[config.mk]
export PLATFORM = sky130hd
export DESIGN_NAME = wsat_cell
export DESIGN_NICKNAME = d
export VERILOG_FILES = /design/src/design/windowed_score_accumulate_topk_defines.svh /design/src/design/wsat_pkg.sv /design/src/design/wsat_cell.sv
export SDC_FILE = /design/constraint.sdc
export NUM_CORES = 1
export LEC_CHECK = 0
export ABC_AREA = 1
export BUFFER_PORTS_ARGS = -buffer_cell sky130_fd_sc_hd__buf_4
export CAP_MARGIN = 20
export CORE_MARGIN = 5
export CORE_UTILIZATION = 25
export CTS_CLUSTER_SIZE = 40
export DETAILED_ROUTE_END_ITERATION = 8
export PLACE_DENSITY_LB_ADDON = 0.2
export SLEW_MARGIN = 20
export SYNTH_ARGS = -nofsm -noshare
export SYNTH_HDL_FRONTEND = slang
export SYNTH_SLANG_ARGS = --single-unit
[constraint.sdc]
create_clock -name clk_i -period 8.3 [get_ports clk_i]
set_input_delay 0.415 -clock clk_i [delete_from_list [all_inputs] [get_ports clk_i]]
set_output_delay 0.415 -clock clk_i [all_outputs]
set_load 0.03 [all_outputs]
[src/design/windowed_score_accumulate_topk_defines.svh]
// Assertion macros shared by the windowed score accumulator.
`ifndef WINDOWED_SCORE_ACCUMULATE_TOPK_DEFINES_SVH
`define WINDOWED_SCORE_ACCUMULATE_TOPK_DEFINES_SVH

// Same-cycle implication, disabled while reset is asserted.
`define WSAT_ASSERT_NOW(label, clk, rst_n, ante, cons) \
  label: assert property (@(posedge clk) disable iff (!rst_n) (ante) |-> (cons)) \
    else $error("same-cycle check failed");

// Next-cycle implication, disabled while reset is asserted.
`define WSAT_ASSERT_NEXT(label, clk, rst_n, ante, cons) \
  label: assert property (@(posedge clk) disable iff (!rst_n) (ante) |=> (cons)) \
    else $error("next-cycle check failed");

`endif

[src/design/wsat_pkg.sv]
// Package with types and constants of the windowed score accumulator.
package wsat_pkg;

  localparam int unsigned WindowSizeDefault    = 4096;
  localparam int unsigned MaxCandidatesDefault = 64;

  localparam int unsigned IdW    = 32;
  localparam int unsigned ScoreW = 40;
  localparam int unsigned WeightW = 16;
  localparam int unsigned LimitW = 7;

  localparam logic [LimitW-1:0] LimitReset = 7'd64;
  localparam logic [ScoreW-1:0] ScoreMax   = {ScoreW{1'b1}};

  typedef enum logic [1:0] {
    CMD_ACCUMULATE = 2'd0,
    CMD_SELECT     = 2'd1,
    CMD_DRAIN      = 2'd2,
    CMD_UNUSED     = 2'd3
  } cmd_e;

  typedef enum logic [1:0] {
    CM_HOLD   = 2'd0,
    CM_INSERT = 2'd1,
    CM_SHIFT  = 2'd2
  } cell_mode_e;

  typedef struct packed {
    logic              valid;
    logic [IdW-1:0]    id;
    logic [ScoreW-1:0] score;
  } entry_t;

  typedef struct packed {
    logic rd_en;
    logic wr_en;
  } acc_ctl_t;

endpackage

[src/design/wsat_cell.sv]
// One candidate cell of the sorted store chain.
module wsat_cell (
  input  logic                           clk_i,
  input  logic                           rst_ni,
  input  wsat_pkg::cell_mode_e           mode_i,
  input  logic [wsat_pkg::IdW-1:0]       new_id_i,
  input  logic [wsat_pkg::ScoreW-1:0]    new_score_i,
  input  logic                           prev_le_i,
  input  wsat_pkg::entry_t               prev_i,
  input  wsat_pkg::entry_t               next_i,
  output wsat_pkg::entry_t               entry_o,
  output logic                           le_o
);

  logic                        valid_q, valid_d;
  logic [wsat_pkg::IdW-1:0]    id_q, id_d;
  logic [wsat_pkg::ScoreW-1:0] score_q, score_d;

  assign le_o    = valid_q && (score_q <= new_score_i);
  assign entry_o = '{valid: valid_q, id: id_q, score: score_q};

  always_comb begin
    valid_d = valid_q;
    id_d    = id_q;
    score_d = score_q;
    unique case (mode_i)
      wsat_pkg::CM_INSERT: begin
        if (!le_o) begin
          if (prev_le_i) begin
            valid_d = 1'b1;
            id_d    = new_id_i;
            score_d = new_score_i;
          end else begin
            valid_d = prev_i.valid;
            id_d    = prev_i.id;
            score_d = prev_i.score;
          end
        end
      end
      wsat_pkg::CM_SHIFT: begin
        valid_d = next_i.valid;
        id_d    = next_i.id;
        score_d = next_i.score;
      end
      default: begin
      end
    endcase
  end

  always_ff @(posedge clk_i or negedge rst_ni) begin
    if (!rst_ni) begin
      valid_q <= 1'b0;
    end else begin
      valid_q <= valid_d;
    end
  end

  always_ff @(posedge clk_i) begin
    id_q    <= id_d;
    score_q <= score_d;
  end

endmodule

==> out/summary.json, run 1 <==
{
  "outcome": "complete, no violations",
  "postRouteAntennaNets": 0,
  "cts_made_buffers": 9,
  "setup.worst_path.start_class": "flop",
  "crit_path_top_delay_cell": "sky130_fd_sc_hd__nand2_4",
  "cts_tree": "yes",
  "hold_viol": 0,
  "std_cell_rows": 50,
  "drt-vias-per-instance": 4.42,
  "vias_in_the_first_global_route": 4781,
  "power.density_nw_per_um2": 167,
  "dpl_worst_slack_ps": 5300,
  "finalWirelength_um": 17000,
  "global_route.usage.total": 0.147,
  "global_route_wire_length_before_repair_um": 25300,
  "synth_top_flop_cell": "sky130_fd_sc_hd__edfxtp_1",
  "synth_enable_flop_cells": 72,
  "grt.overflow.total": 0,
  "final_net_count": 1140,
  "height_of_the_die_um": 148,
  "worstHoldPathType": "in -> reg",
  "netlist_top_cells_area": "sky130_fd_sc_hd__edfxtp_1 (45%), sky130_fd_sc_hd__ha_1 (10%), sky130_fd_sc_hd__nand2_1 (9.7%)",
  "final_period_minus_worst_setup_slack_ps": 2830,
  "worst_slew_margin_rel": 0.307,
  "ys_ff_latch": 73,
  "place.gp.congestion": 0.767,
  "synth_cell_types": 25,
  "multi_input_combinational_cell_area_um2": 2250,
  "io_buffers": 296,
  "chipWidth_um": 148,
  "seq_area_um2": 2190,
  "dr.first_iter.drc_count": 120,
  "critPathCaptureType": "flop",
  "grt_start_max_net_pins": 83,
  "path_class": "reg -> reg",
  "crit_arrival_ps": 2780,
  "clkSlewWorstSetupHoldPaths_ps": 60,
  "placeableCoreArea_um2": 18800,
  "cts_root_buffer": "sky130_fd_sc_hd__clkbuf_16",
  "tightest_slew_ps": 1040,
  "initial_drt_pass_iterations": 4,
  "postLayoutSetupSlackWorst_ps": 5470,
  "post-synth-top-count-cell": "sky130_fd_sc_hd__nand2_1",
  "largest_fanout_on_the_critical_path": 73,
  "post_synth_inst_count": 600,
  "dpl_cell_area_um2": 7190,
  "area_growth_syn_to_fin_pct": 56.9,
  "stdcell_area_um2": 7510,
  "dieArea_um2": 22000,
  "power_leakage_nw": 3.68,
  "detailed_route_via_count": 4932,
  "r2r_slack_ps": 5470,
  "drv_slew": 0,
  "grt_setup_unrepaired": "no",
  "ir_worst_vdd_uv": 107,
  "postSynth.asyncResetShare": 0.0137,
  "n_fill_cell": 2017,
  "crit_chain": "ha_1, nand4_1, nor2_2, nand3_2, nor2_2, nand2_1, nand3_1, nand2_1, nand2_2, nand2_2, nand2_4",
  "clockBufferDepth": 2,
  "antenna_found_initial": 0,
  "htreeDepth": 3,
  "synthesized_netlist_net_count": 863,
  "critical_path.startpoint": "score_q[39]$_DFFE_PP_",
  "synthesis.area_um2": 4790,
  "dpl.hpwl_um": 13500,
  "holdCritStartpoint": "next_i[9]",
  "min_period_over_period": 0.341,
  "fin_hold_ws_ps": 380,
  "timing.final.setup_violations": 0,
  "synth_commonest_cells": "sky130_fd_sc_hd__nand2_1 (124), sky130_fd_sc_hd__nor2_1 (122), sky130_fd_sc_hd__edfxtp_1 (72), sky130_fd_sc_hd__inv_1 (54), sky130_fd_sc_hd__a21oi_1 (53)",
  "ys_warn_count": 0,
  "ios": 297,
  "synth.largest_area_cell": "sky130_fd_sc_hd__edfxtp_1",
  "yosysSeqAreaShare": 0.457,
  "max-cap-violations": 0,
  "synth_top_cell_area_share": 0.452,
  "wire_per_inst_um": 15.3,
  "diodes": 0,
  "r2r_start": "score_q[39]$_DFFE_PP_",
  "fin_setup_tns_ps": 0,
  "required_time_of_the_worst_setup_path_ps": 8250,
  "synthesis.area_per_instance_um2": 7.98,
  "layout-drive-gt1-share": 0.367,
  "cts_resized": 0,
  "starting_density_of_the_core": 0.255,
  "finalPower_mw": 1.26,
  "clkLatencyLatePin_ps": 330,
  "clock.fmax_ghz": 0.353,
  "post-route-drc-count": 0,
  "cts_num_sinks": 73,
  "worst_path_largest_cell_delay_ps": 720,
  "finalClockSkew_ps": 10.5
}
## cell type report
class / instances / area share
multi-input combinational: 436 / 0.300
timing repair buffer: 299 / 0.299
sequential: 73 / 0.291
tap: 234 / 0.0390
clock buffer: 10 / 0.0305
inverter: 58 / 0.0292
clock inverter: 6 / 0.0110
## kinds of logic (layout without fill, tap and decap cells)
| kind of cell | after synthesis | in the layout | share of synthesized area |
|---|---|---|---|
| simple gates | 266 | 266 | 0.217 |
| compound gates | 130 | 130 | 0.146 |
| buf+inv | 91 | 373 | 0.0750 |
| flops | 73 | 73 | 0.457 |
| fa+ha+maj | 40 | 40 | 0.105 |
## state kept, by name, indices dropped and copies added (netlist names)
signal   count
id_q        32
score_q     40
valid_q      1
## where the power goes
part	leakage [nW]	internal, mW	total [mW]	switching (mW)
clock network	0.154	0.262	0.414	0.152
logic	2.83	0.161	0.370	0.209
registers	0.703	0.455	0.472	0.0165
total	3.68	0.878	1.26	0.378
## layout by cell type (no fill, tap or decap), drive strengths merged
cell type | synthesis | final
buf | 13 | 298
nand2 | 127 | 127
nor2 | 126 | 126
edfxtp | 72 | 72
inv | 57 | 56
a21oi | 53 | 53
o21ai | 41 | 41
ha | 40 | 40
a31oi | 33 | 33
clkbuf | 20 | 10
nand3 | 7 | 7
clkinv | 1 | 6
nor3 | 3 | 3
a21o | 2 | 2
nand4 | 2 | 2
bufinv | 0 | 2
o21a | 1 | 1
and2 | 1 | 1
dlygate4sd3 | 0 | 1
dfrtp | 1 | 1
## timing repair
action	CTS	global route
hold buffers	1	0
endpoints found under the hold margin	1	0
endpoints found under the setup margin	0	0
setup buffers	0	0
## stage by stage
stage	instances	utilization
finish	1116	0.400
floorplan	600	-
CTS	1116	0.400
global placement	1099	0.383
global route	1116	0.400
detailed placement	1099	0.383
## final timing paths
kind,endpoint,depth (start not counted)
worst max-delay path,score_q[16]$_DFFE_PP_,11
worst min-delay path,score_q[9]$_DFFE_PP_,3
worst max register to register,score_q[16]$_DFFE_PP_,11
worst min register to register,valid_q$_DFFE_PN0P_,2
max in group asynchronous,valid_q$_DFFE_PN0P_,2
min in group asynchronous,valid_q$_DFFE_PN0P_,2
## critical path: cells and delay by family (launching register included)
kind | cells | cell delay (ps)
simple gates | 10 | 1620
flops | 1 | 400
fa+ha+maj | 1 | 340
## per-layer routing
layer,share of wire,global-route usage,vias to the layer above
met4,0.010,0.0388,0
met2,0.46,0.243,195
met1,0.42,0.178,2162
met3,0.11,0.0622,10
li1,-,-,2565
met5,0,0,-
No activity file was read; power rests on OpenSTA's default activity.
==> run 2, diff against run 1 <==
==> constraint.sdc (replaced) <==
create_clock -name clk_i -period 2.61 [get_ports clk_i]
set_input_delay 0.1305 -clock clk_i [delete_from_list [all_inputs] [get_ports clk_i]]
set_output_delay 0.1305 -clock clk_i [all_outputs]
set_load 0.03 [all_outputs]
==> run 2 against run 1 <==
Die area unchanged. Sequential power rose to 3.2 times the previous value. Clock skew fell by 3.6 ps. Hold slack worse by 290 ps. Via count grew 0.83%. Sequential share of layout area down 0.48 points. Final cell count increased by 0.54%. Largest power group unchanged. Critical path type unchanged. Sequential cell count unchanged. Power grew to 3.2 times the previous value. Critical path depth grew 3. Highest routed layer unchanged. Worst setup slack worse by 5200 ps.
==> out/summary.json, run 2 (synthesized netlist as in run 1, its figures left out) <==
{
  "crit_arrival": {"value": 2390, "unit": "ps", "change": "was 2780 ps"},
  "fin_setup_tns": {"value": 0, "unit": "ps", "change": "unchanged"},
  "postRouteAntennaNets": {"value": 0, "change": "unchanged"},
  "stdcell_area": {"value": 7640, "unit": "um2", "change": "was 7510 um2"},
  "min_period_over_period": {"value": 0.901, "change": "was 0.341"},
  "critPathCaptureType": {"value": "flop", "change": "unchanged"},
  "critical_path.top_delay_family": {"value": "simple AND/OR/NAND/NOR gates", "change": "unchanged"},
  "power_leakage": {"value": 3.73, "unit": "nW", "change": "was 3.68 nW"},
  "vias_in_the_first_global_route": {"value": 4820, "change": "was 4781"},
  "cells_on_worst_hold_path": {"value": 3, "change": "unchanged"},
  "clkLatencyLatePin": {"value": 340, "unit": "ps", "change": "was 330 ps"},
  "cts_tree": {"value": "yes", "change": "unchanged"},
  "io_buffers": {"value": 296, "change": "unchanged"},
  "setup.worst_path.start_class": {"value": "flop", "change": "unchanged"},
  "antenna_found_initial": {"value": 0, "change": "unchanged"},
  "path_class": {"value": "reg -> reg", "change": "unchanged"},
  "area_growth_syn_to_fin": {"value": 59.5, "unit": "%", "change": "was 56.9%"},
  "tightest_slew": {"value": 547, "unit": "ps", "change": "was 1040 ps"},
  "dieArea": {"value": 22000, "unit": "um2", "change": "unchanged"},
  "height_of_the_die": {"value": 148, "unit": "um", "change": "unchanged"},
  "cts_made_buffers": {"value": 9, "change": "unchanged"},
  "cts_num_sinks": {"value": 73, "change": "unchanged"},
  "finalClockSkew": {"value": 6.92, "unit": "ps", "change": "was 10.5 ps"},
  "hold_viol": {"value": 0, "change": "unchanged"},
  "detailed_route_via_count": {"value": 4973, "change": "was 4932"},
  "layout_top_registers": {"value": "score_q (40), id_q (32), valid_q (1)", "change": "unchanged"},
  "initial_drt_pass_iterations": {"value": 6, "change": "was 4"},
  "largest_reg_flops": {"value": 40, "change": "unchanged"},
  "cts_root_buffer": {"value": "sky130_fd_sc_hd__clkbuf_16", "change": "unchanged"},
  "cp.buffers_inverters": {"value": 1, "change": "was 0"},
  "finalWirelength": {"value": 17400, "unit": "um", "change": "was 17000 um"},
  "worst_slew_margin_rel": {"value": 0.636, "change": "was 0.307"},
  "drv_slew": {"value": 0, "change": "unchanged"},
  "dpl_cell_area": {"value": 7300, "unit": "um2", "change": "was 7190 um2"},
  "htreeDepth": {"value": 3, "change": "unchanged"},
  "grt_start_max_net_pins": {"value": 112, "change": "was 83"},
  "clkSlewWorstSetupHoldPaths": {"value": 60, "unit": "ps", "change": "about the same"},
  "worst-r2r-cell-count": {"value": 14, "change": "was 11"},
  "outcome": {"value": "complete, no violations", "change": "unchanged"},
  "global_route_wire_length_before_repair": {"value": 25600, "unit": "um", "change": "was 25300 um"},
  "final_net_count": {"value": 1146, "change": "was 1140"},
  "dpl.hpwl": {"value": 14100, "unit": "um", "change": "was 13500 um"},
  "ios": {"value": 297, "change": "unchanged"},
  "post-route-drc-count": {"value": 0, "change": "unchanged"},
  "placeableCoreArea": {"value": 18800, "unit": "um2", "change": "unchanged"},
  "timing.final.setup_violations": {"value": 0, "change": "unchanged"},
  "path_depth": {"value": 14, "change": "was 11"},
  "grt.overflow.total": {"value": 0, "change": "unchanged"},
  "diodes": {"value": 0, "change": "unchanged"},
  "n_fill_cell": {"value": 1995, "change": "was 2017"},
  "worstHoldPathType": {"value": "in -> reg", "change": "unchanged"},
  "clockBufferDepth": {"value": 2, "change": "unchanged"},
  "largest_register": {"value": "score_q", "change": "unchanged"},
  "chipWidth": {"value": 148, "unit": "um", "change": "unchanged"},
  "ir_worst_vdd": {"value": 278, "unit": "uV", "change": "was 107 uV"},
  "layout_commonest_cell": {"value": "sky130_fd_sc_hd__buf_4", "change": "unchanged"},
  "grt_setup_unrepaired": {"value": "no", "change": "unchanged"},
  "largest_fanout_on_the_critical_path": {"value": 25, "change": "was 73"},
  "final_cell_mix": {"value": "sky130_fd_sc_hd__buf_4 (299), sky130_fd_sc_hd__nand2_1 (123), sky130_fd_sc_hd__nor2_1 (122)", "change": "was sky130_fd_sc_hd__buf_4 (298), sky130_fd_sc_hd__nand2_1 (123), sky130_fd_sc_hd__nor2_1 (122)"},
  "dr.first_iter.drc_count": {"value": 118, "change": "was 120"},
  "required_time_of_the_worst_setup_path": {"value": 2650, "unit": "ps", "change": "was 8250 ps"},
  "final_period_minus_worst_setup_slack": {"value": 2350, "unit": "ps", "change": "was 2830 ps"},
  "postCtsSetupRepairBufs": {"value": 0, "change": "unchanged"},
  "wire_per_inst": {"value": 15.5, "unit": "um", "change": "was 15.3 um"},
  "clock.fmax": {"value": 0.425, "unit": "GHz", "change": "was 0.353 GHz"},
  "global_route.usage.total": {"value": 0.151, "change": "was 0.147"},
  "place.gp.congestion": {"value": 0.787, "change": "was 0.767"},
  "starting_density_of_the_core": {"value": 0.255, "change": "unchanged"},
  "worst_path_largest_cell_delay": {"value": 390, "unit": "ps", "change": "was 720 ps"},
  "power.density": {"value": 531, "unit": "nW/um2", "change": "was 167 nW/um2"},
  "crit_path_top_delay_cell": {"value": "sky130_fd_sc_hd__edfxtp_1", "change": "was sky130_fd_sc_hd__nand2_4"},
  "crit_chain": {"value": "ha_1, nand2_1, nor2_1, nand2_1, nor2_2, nand3_2, nor2_2, nand2_1, nand3_1, nand2_1, nand2_2, nand2_2, nand2_8, buf_12", "change": "was ha_1, nand4_1, nor2_2, nand3_2, nor2_2, nand2_1, nand3_1, nand2_1, nand2_2, nand2_2, nand2_4"},
  "std_cell_rows": {"value": 50, "change": "unchanged"},
  "layout-drive-gt1-share": {"value": 0.374, "change": "was 0.367"},
  "drt-vias-per-instance": {"value": 4.43, "change": "was 4.42"},
  "max-cap-violations": {"value": 0, "change": "unchanged"},
  "critPathMostFrequentCell": "sky130_fd_sc_hd__nand2_1"
}
## run 2: changes by cell type in the layout (fill, tap and decap cells not counted), sizes merged
cell      delta
clkinvlp     +4
buf          +6
clkinv       -3
clkbuf       -1
## run 2: area by class of cell
class / instances / area [um2] / share of cell area
clock inverters: 7 / 95.1 / 0.0125
repair buffers: 305 / 2350 / 0.308
clock buffers: 9 / 225 / 0.0295
inverters: 58 / 219 / 0.0287
flip-flops and latches: 73 / 2190 / 0.286
well taps: 234 / 293 / 0.0383
multi-input cells: 436 / 2260 / 0.296
## run 2: what timing repair did
item | 4_1_cts | 5_1_grt
hold endpoints to repair | 1 | 0
setup endpoints to repair | 0 | 65
resized for setup | 0 | 1
hold buffers | 1 | 0
## run 2: power by group
group	internal, mW	switching, mW
logic	0.538	0.684
clock network	0.835	0.506
registers	1.44	0.0497
## run 2: final timing paths
path,start,to,slack [ps]
worst max-delay path,score_q[35]$_DFFE_PP_,id_q[17]$_DFFE_PP_,260
worst min-delay path,next_i[10],score_q[10]$_DFFE_PP_,100
worst max register to register,score_q[35]$_DFFE_PP_,id_q[17]$_DFFE_PP_,260
worst min register to register,valid_q$_DFFE_PN0P_,valid_q$_DFFE_PN0P_,570
max in group asynchronous,rst_ni,valid_q$_DFFE_PN0P_,2390
min in group asynchronous,rst_ni,valid_q$_DFFE_PN0P_,140
## run 2: per-stage QoR
step	setup WS, ps	power [mW]	hold WS, ps	instances	utilization
2_1_floorplan	41.8	2.15	-165	600	-
3_3_place_gp	237	2.75	-93.0	1105	0.389
3_5_place_dp	173	2.76	-92.2	1105	0.389
4_1_cts	158	4.13	77.0	1122	0.406
5_1_grt	1.26	4.28	84.6	1122	0.407
6_report	259	4.06	95.2	1122	0.407
## run 2: per-layer routing
metal,vias up,share of wire,GRT usage
li1,2587,-,-
met1,2156,0.41,0.174
met2,211,0.46,0.254
met3,19,0.11,0.0625
met4,0,0.016,0.0494
met5,-,0,0
## run 2: worst min-delay path, cell delays in order
cell                     delay (ps)
sky130_fd_sc_hd__buf_4           80
sky130_fd_sc_hd__nor2_1          30
sky130_fd_sc_hd__nor2_1          80
==> run 3, diff against run 2 <==
==> constraint.sdc (replaced) <==
create_clock -name clk_i -period 2.61 [get_ports clk_i]
set_input_delay 0.261 -clock clk_i [delete_from_list [all_inputs] [get_ports clk_i]]
set_output_delay 0.261 -clock clk_i [all_outputs]
set_load 0.03 [all_outputs]
==> run 3 against run 2 <==
Hold slack improved by 130 ps. Fmax decreased by 2.0%. Non-clock buffer count unchanged. Largest cell class unchanged. Count of clock-buffer cells in the layout increased by 1. Highest routed layer unchanged.
==> out/summary.json, run 3 (synthesized netlist as in run 1, its figures left out) <==
{
  "cts_root_buffer": {"value": "sky130_fd_sc_hd__clkbuf_16", "change": "unchanged"},
  "chipWidth": {"value": 148, "unit": "um", "change": "unchanged"},
  "power.internal": {"value": 2.71, "unit": "mW", "change": "was 2.82 mW"},
  "power_leakage": {"value": 3.72, "unit": "nW", "change": "was 3.73 nW"},
  "post_layout_instance_count_excluding_filler_cells": {"value": 1122, "change": "unchanged"},
  "grt_util_met2": {"value": 0.261, "change": "was 0.254"},
  "critical_path.top_delay_family": {"value": "simple AND/OR/NAND/NOR gates", "change": "unchanged"},
  "outcome": {"value": "complete, no violations", "change": "unchanged"},
  "post-route-drc-count": {"value": 0, "change": "unchanged"},
  "dpl.hpwl": {"value": 14200, "unit": "um", "change": "was 14100 um"},
  "crit_path_top_delay_cell": {"value": "sky130_fd_sc_hd__edfxtp_1", "change": "unchanged"},
  "grt_start_max_net_pins": {"value": 59, "change": "was 112"},
  "cts_tree": {"value": "yes", "change": "unchanged"},
  "starting_density_of_the_core": {"value": 0.255, "change": "unchanged"},
  "global_route.usage.total": {"value": 0.153, "change": "was 0.151"},
  "worst_slew_margin_rel": {"value": 0.628, "change": "was 0.636"},
  "layout_commonest_cell": {"value": "sky130_fd_sc_hd__buf_4", "change": "unchanged"},
  "postRouteAntennaNets": {"value": 0, "change": "unchanged"},
  "setup.worst_path.start_class": {"value": "flop", "change": "unchanged"},
  "finalWirelength": {"value": 17600, "unit": "um", "change": "was 17400 um"},
  "layout-drive-gt1-share": {"value": 0.370, "change": "was 0.374"},
  "tightest_slew": {"value": 559, "unit": "ps", "change": "was 547 ps"},
  "clock.fmax": {"value": 0.417, "unit": "GHz", "change": "was 0.425 GHz"},
  "seq_power_share": {"value": 0.380, "change": "was 0.368"},
  "io_buffers": {"value": 296, "change": "unchanged"},
  "ir_worst_vdd": {"value": 312, "unit": "uV", "change": "was 278 uV"},
  "dpl_cell_area": {"value": 7300, "unit": "um2", "change": "unchanged"},
  "dpl.cell_count": {"value": 1105, "change": "unchanged"},
  "antenna_found_initial": {"value": 0, "change": "unchanged"},
  "hold_viol": {"value": 0, "change": "unchanged"},
  "largest_register": {"value": "score_q", "change": "unchanged"},
  "global_route_wire_length_before_repair": {"value": 26100, "unit": "um", "change": "was 25600 um"},
  "place.gp.congestion": {"value": 0.749, "change": "was 0.787"},
  "layout_top_registers": {"value": "score_q (40), id_q (32), valid_q (1)", "change": "unchanged"},
  "power.share.combinational": {"value": 0.308, "change": "was 0.301"},
  "path_class": {"value": "reg -> out", "change": "was reg -> reg"},
  "largest_reg_flops": {"value": 40, "change": "unchanged"},
  "std_cell_rows": {"value": 50, "change": "unchanged"},
  "critPathMostFrequentCell": {"value": "sky130_fd_sc_hd__nand2_1", "change": "unchanged"},
  "finalClockSkew": {"value": 11.4, "unit": "ps", "change": "was 6.92 ps"},
  "crit_arrival": {"value": 2140, "unit": "ps", "change": "was 2390 ps"},
  "timing.final.setup_violations": {"value": 0, "change": "unchanged"},
  "final_period_minus_worst_setup_slack": {"value": 2400, "unit": "ps", "change": "was 2350 ps"},
  "fin_hold_ws": {"value": 226, "unit": "ps", "change": "was 95.2 ps"},
  "crit_chain": {"value": "ha_1, nand2_1, nor3_1, nand3_2, nor2_2, nand2_1, nand3_1, nand2_1, nand2_2, inv_1, buf_4", "change": "was ha_1, nand2_1, nor2_1, nand2_1, nor2_2, nand3_2, nor2_2, nand2_1, nand3_1, nand2_1, nand2_2, nand2_2, nand2_8, buf_12"},
  "grt.overflow.total": {"value": 0, "change": "unchanged"},
  "drt-vias-per-instance": {"value": 4.37, "change": "was 4.43"},
  "initial_drt_pass_iterations": {"value": 4, "change": "was 6"},
  "htreeDepth": {"value": 3, "change": "unchanged"},
  "height_of_the_die": {"value": 148, "unit": "um", "change": "unchanged"},
  "wire_per_inst": {"value": 15.7, "unit": "um", "change": "was 15.5 um"},
  "postCtsSetupRepairBufs": {"value": 0, "change": "unchanged"},
  "n_fill_cell": {"value": 1980, "change": "was 1995"},
  "finalCoreUtilization": {"value": 0.405, "change": "was 0.407"},
  "worstHoldPathType": {"value": "in -> reg", "change": "unchanged"},
  "grt_setup_unrepaired": {"value": "no", "change": "unchanged"},
  "clkSlewWorstSetupHoldPaths": {"value": 60, "unit": "ps", "change": "about the same"},
  "required_time_of_the_worst_setup_path": {"value": 2350, "unit": "ps", "change": "was 2650 ps"},
  "ios": {"value": 297, "change": "unchanged"},
  "power.density": {"value": 518, "unit": "nW/um2", "change": "was 531 nW/um2"},
  "drv_slew": {"value": 0, "change": "unchanged"},
  "sw_frac_of_total": {"value": 0.310, "change": "was 0.306"},
  "routing_usage_on_met3": {"value": 0.0582, "change": "was 0.0625"},
  "critPathCaptureType": {"value": "primary output", "change": "was flop"},
  "dr.first_iter.drc_count": {"value": 106, "change": "was 118"},
  "net-switching-power": {"value": 1.22, "unit": "mW", "change": "was 1.24 mW"},
  "vias_in_the_first_global_route": {"value": 4855, "change": "was 4820"},
  "diodes": {"value": 0, "change": "unchanged"},
  "clockBufferDepth": {"value": 2, "change": "unchanged"},
  "fin_setup_tns": {"value": 0, "unit": "ps", "change": "unchanged"},
  "grt_busiest_layer": {"value": "met2", "change": "unchanged"},
  "area_growth_syn_to_fin": {"value": 58.7, "unit": "%", "change": "was 59.5%"},
  "clkLatencyLatePin": {"value": 340, "unit": "ps", "change": "about the same"},
  "cts_num_sinks": {"value": 73, "change": "unchanged"},
  "max-cap-violations": {"value": 0, "change": "unchanged"},
  "cp.buffers_inverters": {"value": 2, "change": "was 1"},
  "stdcell_area": {"value": 7590, "unit": "um2", "change": "was 7640 um2"},
  "final_net_count": {"value": 1146, "change": "unchanged"},
  "worst_path_largest_cell_delay": {"value": 410, "unit": "ps", "change": "was 390 ps"},
  "placeableCoreArea": {"value": 18800, "unit": "um2", "change": "unchanged"},
  "power.clock.fraction": {"value": 0.312, "change": "was 0.331"},
  "largest_fanout_on_the_critical_path": {"value": 3, "change": "was 25"},
  "cts_made_buffers": {"value": 9, "change": "unchanged"},
  "min_period_over_period": {"value": 0.920, "change": "was 0.901"},
  "detailed_route_via_count": {"value": 4900, "change": "was 4973"},
  "final_cell_mix": {"value": "sky130_fd_sc_hd__buf_4 (299), sky130_fd_sc_hd__nand2_1 (123), sky130_fd_sc_hd__nor2_1 (122)", "change": "unchanged"},
  "dieArea": {"value": 22000, "unit": "um2", "change": "unchanged"},
  "gr-usage-met1": {"value": 0.180, "change": "was 0.174"}
}
[run 3: repair_timing]
action,CTS,global route
hold endpoints to repair,1,0
hold buffers,1,0
resized for setup,0,0
[run 3: metal layers]
| metal | part of all wire | routed length, um |
|---|---|---|
| met1 | 0.42 | 7310 |
| met3 | 0.10 | 1780 |
| met4 | 0.010 | 177 |
| met2 | 0.47 | 8330 |
| met5 | 0 | 0 |
[run 3: cell type report]
type	instances	area (um2)	share of cell area
clock buffer	10	229	0.0301
multi-input combinational	436	2250	0.297
clock inverter	6	58.8	0.00774
tap	234	293	0.0386
sequential	73	2190	0.288
timing repair buffer	305	2350	0.310
inverter	58	219	0.0288
[run 3: path summary, 6_finish.rpt]
path	startpoint	end	slack (ps)	cells past startpoint
worst min register to register	valid_q$_DFFE_PN0P_	valid_q$_DFFE_PN0P_	570	2
max in group asynchronous	rst_ni	valid_q$_DFFE_PN0P_	2250	2
worst max-delay path	score_q[31]$_DFFE_PP_	le_o	210	11
worst min-delay path	next_i[5]	score_q[5]$_DFFE_PP_	230	3
min in group asynchronous	rst_ni	valid_q$_DFFE_PN0P_	280	2
worst max register to register	score_q[31]$_DFFE_PP_	id_q[14]$_DFFE_PP_	250	12
[run 3: tightest hold or removal path, stage by stage]
cell and delay, ps:
sky130_fd_sc_hd__buf_4 80, sky130_fd_sc_hd__nor2_1 30, sky130_fd_sc_hd__nor2_1 80
[run 3: metrics by stage]
stage / power, mW / setup WS, ps
final: 3.93 / 210
after global routing: 4.16 / 51.6
after CTS: 4.00 / 148
after detailed placement: 2.75 / 235
after global placement: 2.75 / 262
after floorplan: 2.15 / 41.8
[run 3: power by group through the flow]
| stage | sequential [mW] | clock [mW] | combinational [mW] |
|---|---|---|---|
| 2_1_floorplan | 1.73 | 0 | 0.422 |
| 3_3_place_gp | 1.51 | 0 | 1.23 |
| 3_5_place_dp | 1.52 | 0 | 1.23 |
| 4_1_cts | 1.50 | 1.27 | 1.24 |
| 5_1_grt | 1.51 | 1.31 | 1.34 |
| 6_report | 1.50 | 1.23 | 1.21 |
